**src/usn_pkg.sv**
```systemverilog
// shared types, byte constants and match functions for the utf8 space normalizer
// no dependencies
package usn_pkg;

	localparam logic [7:0] SPACE_BYTE = 8'h20;

	// lead bytes of the space sequences
	localparam logic [7:0] LEAD_C2 = 8'hC2;
	localparam logic [7:0] LEAD_E1 = 8'hE1;
	localparam logic [7:0] LEAD_E2 = 8'hE2;
	localparam logic [7:0] LEAD_E3 = 8'hE3;

	// continuation bytes used by the sequences
	localparam logic [7:0] CONT_80 = 8'h80;
	localparam logic [7:0] CONT_81 = 8'h81;
	localparam logic [7:0] CONT_8A = 8'h8A;
	localparam logic [7:0] CONT_9A = 8'h9A;
	localparam logic [7:0] CONT_9F = 8'h9F;
	localparam logic [7:0] CONT_A0 = 8'hA0;
	localparam logic [7:0] CONT_AF = 8'hAF;

	// held byte counts
	localparam logic [1:0] HELD_NONE = 2'd0;
	localparam logic [1:0] HELD_ONE  = 2'd1;
	localparam logic [1:0] HELD_TWO  = 2'd2;

	localparam int MAX_BEATS   = 3;
	localparam int QUEUE_DEPTH = 4;
	localparam int PTR_W       = $clog2(QUEUE_DEPTH);
	localparam int CNT_W       = $clog2(QUEUE_DEPTH + 1);

	typedef struct packed {
		logic [7:0] data;
		logic       last;
	} beat_t;

	typedef struct packed {
		logic [1:0] cnt;
		logic [7:0] b0;
		logic [7:0] b1;
	} held_t;

	typedef struct packed {
		logic [1:0]                  num;
		beat_t [MAX_BEATS-1:0]       beats;
		held_t                       held;
	} step_t;

	function automatic logic is_lead(input logic [7:0] b);
		return (b == LEAD_C2) || (b == LEAD_E1) || (b == LEAD_E2) || (b == LEAD_E3);
	endfunction

	function automatic logic prefix_ok(input logic [7:0] a, input logic [7:0] b);
		return (a == LEAD_E1 && b == CONT_9A) ||
			(a == LEAD_E2 && (b == CONT_80 || b == CONT_81)) ||
			(a == LEAD_E3 && b == CONT_80);
	endfunction

	function automatic logic triple_ok(input logic [7:0] a, input logic [7:0] b,
			input logic [7:0] c);
		logic ok;
		ok = 1'b0;
		if (a == LEAD_E1 && b == CONT_9A) begin
			ok = (c == CONT_80);
		end else if (a == LEAD_E2 && b == CONT_80) begin
			ok = (c >= CONT_80 && c <= CONT_8A) || (c == CONT_AF);
		end else if (a == LEAD_E2 && b == CONT_81) begin
			ok = (c == CONT_9F);
		end else if (a == LEAD_E3 && b == CONT_80) begin
			ok = (c == CONT_80);
		end
		return ok;
	endfunction

endpackage

```
**src/usn_step.sv**
```systemverilog
// per-byte match logic: from the held prefix and one new byte, the beats to send
// and the next held prefix; uses usn_pkg
module usn_step (
	input  logic [7:0]      data,
	input  logic            last,
	input  usn_pkg::held_t  held,
	output usn_pkg::step_t  res
);
	import usn_pkg::*;

	logic [1:0]            n;
	beat_t [MAX_BEATS-1:0] e;
	held_t                 nh;
	logic                  fresh;

	always_comb begin
		n     = '0;
		e     = '0;
		nh    = '0;
		fresh = 1'b0;
		unique case (held.cnt)
			HELD_NONE: begin
				fresh = 1'b1;
			end
			HELD_ONE: begin
				if (held.b0 == LEAD_C2 && data == CONT_A0) begin
					e[0].data = SPACE_BYTE;
					n         = 2'd1;
				end else if (prefix_ok(held.b0, data)) begin
					nh.cnt = HELD_TWO;
					nh.b0  = held.b0;
					nh.b1  = data;
				end else begin
					e[0].data = held.b0;
					n         = 2'd1;
					fresh     = 1'b1;
				end
			end
			default: begin
				if (triple_ok(held.b0, held.b1, data)) begin
					e[0].data = SPACE_BYTE;
					n         = 2'd1;
				end else begin
					e[0].data = held.b0;
					e[1].data = held.b1;
					n         = 2'd2;
					fresh     = 1'b1;
				end
			end
		endcase

		// new byte looked at again as a possible lead byte
		if (fresh) begin
			if (is_lead(data)) begin
				nh.cnt = HELD_ONE;
				nh.b0  = data;
			end else begin
				e[n].data = data;
				n         = n + 2'd1;
			end
		end

		// end of text: flush whatever is still held
		if (last) begin
			if (nh.cnt != HELD_NONE) begin
				e[n].data = nh.b0;
				n         = n + 2'd1;
			end
			if (nh.cnt == HELD_TWO) begin
				e[n].data = nh.b1;
				n         = n + 2'd1;
			end
			nh = '0;
			if (n != 2'd0) begin
				e[n - 2'd1].last = 1'b1;
			end
		end

		res.num   = n;
		res.beats = e;
		res.held  = nh;
	end

endmodule

```
**src/usn_outq.sv**
```systemverilog
// small output queue: takes up to three beats per cycle, sends one per cycle while out_stall is low
// uses usn_pkg
module usn_outq (
	input  logic                                   clk,
	input  logic                                   arst_n,
	input  logic                                   push,
	input  logic [1:0]                             push_num,
	input  usn_pkg::beat_t [usn_pkg::MAX_BEATS-1:0] push_beats,
	output logic [usn_pkg::CNT_W-1:0]              avail,
	output logic                                   out_valid,
	input  logic                                   out_stall,
	output usn_pkg::beat_t                         out_beat
);
	import usn_pkg::*;

	beat_t            mem_q [QUEUE_DEPTH];
	logic [PTR_W-1:0] head_q;
	logic [PTR_W-1:0] tail_q;
	logic [CNT_W-1:0] count_q;
	logic             pop;
	logic [CNT_W-1:0] push_cnt;

	assign out_valid = (count_q != '0);
	assign pop       = out_valid && !out_stall;
	assign out_beat  = mem_q[head_q];
	assign push_cnt  = push ? CNT_W'(push_num) : '0;

	// room counts the slot freed by a beat leaving this cycle
	assign avail = CNT_W'(QUEUE_DEPTH) - count_q + CNT_W'(pop);

	always_ff @(posedge clk) begin
		if (push) begin
			for (int i = 0; i < MAX_BEATS; i++) begin
				if (2'(i) < push_num) begin
					mem_q[tail_q + PTR_W'(i)] <= push_beats[i];
				end
			end
		end
	end

	always_ff @(posedge clk or negedge arst_n) begin
		if (!arst_n) begin
			head_q  <= '0;
			tail_q  <= '0;
			count_q <= '0;
		end else begin
			if (pop) begin
				head_q <= head_q + PTR_W'(1);
			end
			tail_q  <= tail_q + PTR_W'(push_cnt);
			count_q <= count_q + push_cnt - CNT_W'(pop);
		end
	end

endmodule

```
**src/utf8_space_normalizer_top.sv**
```systemverilog
// top level of the utf8 space normalizer: input register, match step, output queue
// depends on usn_pkg, usn_step, usn_outq
//
//   channel | signals                        | beat
//   --------+--------------------------------+-----------------------------
//   in      | in_valid, in_stall             | in_byte, in_last
//   out     | out_valid, out_stall           | out_byte, out_last
//
// one input byte per cycle while in_stall is low; each byte yields zero to three output beats
// a byte is matched in the cycle after it is taken, its beats are queued when it advances
// in_stall rises only when the four-entry output queue lacks room for the
// beats of the byte in the input register, so out_stall sets the sustained rate
// arst_n clears the held prefix, the input register's valid flag and the queue
module utf8_space_normalizer_top (
	input  logic       clk,
	input  logic       arst_n,
	input  logic       in_valid,
	output logic       in_stall,
	input  logic [7:0] in_byte,
	input  logic       in_last,
	output logic       out_valid,
	input  logic       out_stall,
	output logic [7:0] out_byte,
	output logic       out_last
);
	import usn_pkg::*;

	logic [7:0]       byte_s1;
	logic             last_s1;
	logic             valid_s1;
	held_t            held_q;
	step_t            step;
	logic [CNT_W-1:0] avail;
	logic             adv;
	logic             in_take;
	beat_t            head_beat;

	usn_step u_step (
		.data (byte_s1),
		.last (last_s1),
		.held (held_q),
		.res  (step)
	);

	assign adv      = valid_s1 && (CNT_W'(step.num) <= avail);
	assign in_stall = valid_s1 && !adv;
	assign in_take  = in_valid && !in_stall;

	always_ff @(posedge clk) begin
		if (in_take) begin
			byte_s1 <= in_byte;
			last_s1 <= in_last;
		end
	end

	always_ff @(posedge clk or negedge arst_n) begin
		if (!arst_n) begin
			valid_s1 <= 1'b0;
			held_q   <= '0;
		end else begin
			valid_s1 <= in_take || (valid_s1 && !adv);
			if (adv) begin
				held_q <= step.held;
			end
		end
	end

	usn_outq u_outq (
		.clk        (clk),
		.arst_n     (arst_n),
		.push       (adv),
		.push_num   (step.num),
		.push_beats (step.beats),
		.avail      (avail),
		.out_valid  (out_valid),
		.out_stall  (out_stall),
		.out_beat   (head_beat)
	);

	assign out_byte = head_beat.data;
	assign out_last = head_beat.last;

endmodule

```
**config.mk**
```make
export PLATFORM = sky130hd
export DESIGN_NAME = utf8_space_normalizer_top
export DESIGN_NICKNAME = d
export VERILOG_FILES = /design/src/usn_pkg.sv /design/src/usn_step.sv /design/src/usn_outq.sv /design/src/utf8_space_normalizer_top.sv
export SDC_FILE = /design/constraint.sdc
export NUM_CORES = 1
export LEC_CHECK = 0
export BUFFER_PORTS_ARGS = -buffer_cell sky130_fd_sc_hd__buf_2
export CAP_MARGIN = 20
export CORE_ASPECT_RATIO = 0.9
export CORE_MARGIN = 2
export CORE_UTILIZATION = 55
export CTS_CLUSTER_SIZE = 8
export DETAILED_ROUTE_END_ITERATION = 10
export GPL_TIMING_DRIVEN = 0
export PLACE_DENSITY = 0.71
export SYNTH_ARGS = -nofsm -noshare
export SYNTH_HDL_FRONTEND = slang
export SYNTH_SLANG_ARGS = --single-unit
export TNS_END_PERCENT = 20
```
**constraint.sdc**
```tcl
create_clock -name clk -period 16.5 [get_ports clk]
set_input_delay 1.65 -clock clk [delete_from_list [all_inputs] [get_ports clk]]
set_output_delay 1.65 -clock clk [all_outputs]
set_load 0.03 [all_outputs]
```
==> impl_metrics.csv <==
group,metric,value,unit
synth,synth_edf_count,45,
clock_network,post_cts_buffers,0,
global_route,grt_max_degree,27,
worst_setup_path,cp-start-kind,"flip-flop",
worst_setup_path,slowest_stage,"edfxtp_1",
synth,synthesis.instances,483,
sta,setup_ws,9.520,ns
worst_setup_path,worstSetupPathType,"flip-flop to primary output",
floorplan,dieArea,0.009775,mm²
sta,worst_pin_slew,1.024,ns
sta,hold_violations,0,
worst_setup_path,reg2reg_from,"byte_s1[5]",
synth,synth-simple-area-share,19.24,%
synth,synth_cell_types,78,
synth,synth_top_family_by_area,"simple AND/OR/NAND/NOR gates",
sta,rsz0062_at_grt,"no",
finish,area_growth_syn_to_layout,9.808,%
finish,multiInputGateArea,0.002748,mm²
clock_network,root_buffer,"clkbuf_8",
finish,fin_util,62.85,%
synth,seq_area_frac_synth,40.44,%
global_route,grt_pass1_vias,4000,
worst_setup_path,crit_fanout,8,
routing,routed_via_density,6.428,
synth,synth_ff_type,"edfxtp_1",
synth,synth_top_area_share,27.30,%
clock_network,ctsResizeCount,0,
sta,fin_setup_tns,0,ns
synth,synth.avg_cell_area,10.25,µm²
routing,wire_per_inst,21.38,µm
worst_setup_path,cp_num_buf_inv,6,
worst_setup_path,setup.worst_path.end_class,"primary output",
routing,dr.pass1.iters,7,
clock_network,clock-sinks,71,
clock_network,cts_tree,"done",
finish,fillCellCount,737,
clock_network,path_clk_slew,0.08,ns
global_route,overflow,0,
sta,post-route-period-util,42.31,%
clock_network,cts_buffers,9,
placed_design,dp_hpwl,10.16,mm
floorplan,start_util,57.23,%
routing,antenna_left,0,
sta,finalSetupViolCount,0,
floorplan,ios,24,
clock_network,htreeDepth,3,
finish,antenna_cells,0,
pwr,peakVddDrop,0.1300,mV
floorplan,num_rows,32,
clock_network,cts_buffer_depth,2,
routing,routed_wl,13.73,mm
routing,drc_errors,0,
synth,async_flop_share,36.62,%
clock_network,postCtsHoldBufs,0,
synth,synthTopCellsByArea,"edfxtp_1, dfrtp_1, mux2i_1, nand2_1, mux4_2",
worst_setup_path,cp_top_family,"compound AO/OA/AOI/OAI gates",
finish,seqCellArea,0.002002,mm²
worst_setup_path,cp-startpoint,"byte_s1[5]",
global_route,antenna_found_initial,0,
floorplan,chipHeight,94.00,µm
sta,slew_violations,0,
worst_setup_path,arrival,5.33,ns
worst_setup_path,cp_common_cell,"inv_1",
synth,synth_area,0.004950,mm²
finish,nets,546,
worst_setup_path,path_cells,"nor4b_1 > nand2b_1 > o41a_1 > a211oi_2 > o211ai_4 > inv_1 > ha_1 > nand2_1 > o21a_1 > inv_1 > ha_1 > a22o_1 > nand2_1 > o21ai_4 > inv_2 > ha_1 > nor2b_1 > o211ai_1 > inv_1 > nand2_1 > inv_1 > buf_2",
synth,yosys.area.top_type,"edfxtp_1",
sta,fin_skew,0.008357,ns
synth,synth_adder_area_share,3.943,%
sta,period_needed,6.980,ns
clock_network,clk_latency,0.34,ns
sta,slew_headroom,31.51,%
worst_hold_path,min_from,"u_outq.count_q[2]",
sta,fin_hold_ws,0.5277,ns
worst_setup_path,required,14.85,ns
finish,drive_gt1_share,18.93,%
pwr,powerDensity,139.6,mW/mm²
global_route,grt_pass1_wl,21.82,mm
placed_design,port_buffers,23,
synth,synth_fp_nets,511,
synth,synth_seq_cells,71,
sta,max_freq,0.1433,GHz
global_route,grtUsageTotal,29.53,%
placed_design,place_congestion,1.009,
status,outcome,"finished, final reports clean",
placed_design,pre_cts_ws,9.995,ns
run,cap_violations,0,
routing,vias,4127,
synth,synth-compound-area-share,16.15,%
floorplan,die_w,104.0,µm
floorplan,core,0.008648,mm²
worst_setup_path,cpPeakStageDelay,0.59,ns
routing,drt_first_iter_violations,457,
synth,synthMuxAreaShare,14.74,%
pwr,power.leakage,2.353,nW
worst_hold_path,hp-class,"flip-flop to flip-flop",
synth,synth_xor_area_share,1.239,%
synth,ys_warn_count,0,
pwr,finalPower,0.0007586,W
-- synthesized netlist by cell type, drive strengths merged, types with 3 or more instances --
| library cell | n |
|---|---|
| a211oi | 3 |
| a21o | 3 |
| a21oi | 31 |
| a221o | 3 |
| a22o | 5 |
| a22oi | 5 |
| a31oi | 3 |
| a32o | 3 |
| a32oi | 5 |
| and2 | 15 |
| and3 | 4 |
| buf | 12 |
| clkbuf | 13 |
| dfrtp | 26 |
| edfxtp | 45 |
| ha | 14 |
| inv | 21 |
| mux2 | 13 |
| mux2i | 36 |
| mux4 | 9 |
| nand2 | 66 |
| nand2b | 3 |
| nand3 | 11 |
| nor2 | 32 |
| nor2b | 4 |
| nor3 | 6 |
| nor4 | 5 |
| nor4b | 4 |
| o211ai | 5 |
| o21ai | 28 |
| o22ai | 3 |
| or3 | 5 |
| xnor2 | 4 |
| xor2 | 3 |
-- worst paths after layout --
kind	slack, ns	depth (start not counted)	end
max	9.52	22	in_stall
min	0.53	1	u_outq.count_q[2]
max reg2reg	9.88	22	u_outq.mem_q[2][3]
min reg2reg	0.53	1	u_outq.count_q[2]
max in group asynchronous	14.83	1	held_q[5]
min in group asynchronous	1.29	1	u_outq.count_q[2]
-- metrics by stage --
| stage | std cells | instance area, µm² |
|---|---|---|
| 3_3_place_gp | 625 | 5214 |
| 5_1_grt | 642 | 5435 |
| 4_1_cts | 641 | 5428 |
| 2_1_floorplan | 483 | 4950 |
| 6_report | 642 | 5435 |
| 3_5_place_dp | 625 | 5224 |
-- final cells by class --
cell class | count | share of cell area, %
multi-input cells | 366 | 50.55
flip-flops and latches | 71 | 36.83
clock buffers | 13 | 3.338
well taps | 119 | 2.739
plain buffers | 25 | 2.417
repair buffers | 24 | 2.256
inverters | 21 | 1.450
clock inverters | 3 | 0.4144
-- per-layer routing --
layer / track usage (%) / vias up / part of all wire (%)
met3: 6.588 / 33 / 9.9
met1: 41.82 / 2010 / 43
li1: - / 1869 / -
met4: 11.49 / 0 / 2.8
met5: 0 / - / 0
met2: 44.46 / 215 / 44
-- cell usage in the layout, fill, tap and decap left out, types with 10 or more instances in the layout --
cell | synthesis | routed
inv_1 | 19 | 19
and2_1 | 15 | 15
buf_2 | 3 | 26
nand2_1 | 64 | 64
ha_1 | 14 | 14
nor2_1 | 30 | 30
dfrtp_1 | 26 | 26
mux2_2 | 10 | 10
nand3_1 | 11 | 11
mux2i_1 | 35 | 35
edfxtp_1 | 45 | 45
clkbuf_1 | 13 | 15
a21oi_1 | 31 | 31
o21ai_0 | 25 | 25
-- power by group --
group | leakage, nW | total (W) | internal [W] | switching, W
clock | 0.104 | 0.000142 | 0.0000734 | 0.0000685
combinational | 1.48 | 0.000337 | 0.000119 | 0.000218
sequential | 0.764 | 0.000280 | 0.000255 | 0.0000249
total | 2.35 | 0.000759 | 0.000447 | 0.000311
-- logic make-up after synthesis --
kind of cell | Yosys count
simple gates | 174
compound gates | 112
flops | 71
mux | 58
buf+inv | 46
fa+ha+maj | 15
xor+xnor | 7
-- registers in the layout, summed over array words and instances, names as in the netlist --
register / flops
last_s1: 1
u_outq.mem_q: 36
held_q: 18
byte_s1: 8
u_outq.head_q: 2
u_outq.tail_q: 2
u_outq.count_q: 3
valid_s1: 1
Note: power is estimated with default switching activity, not from simulation.
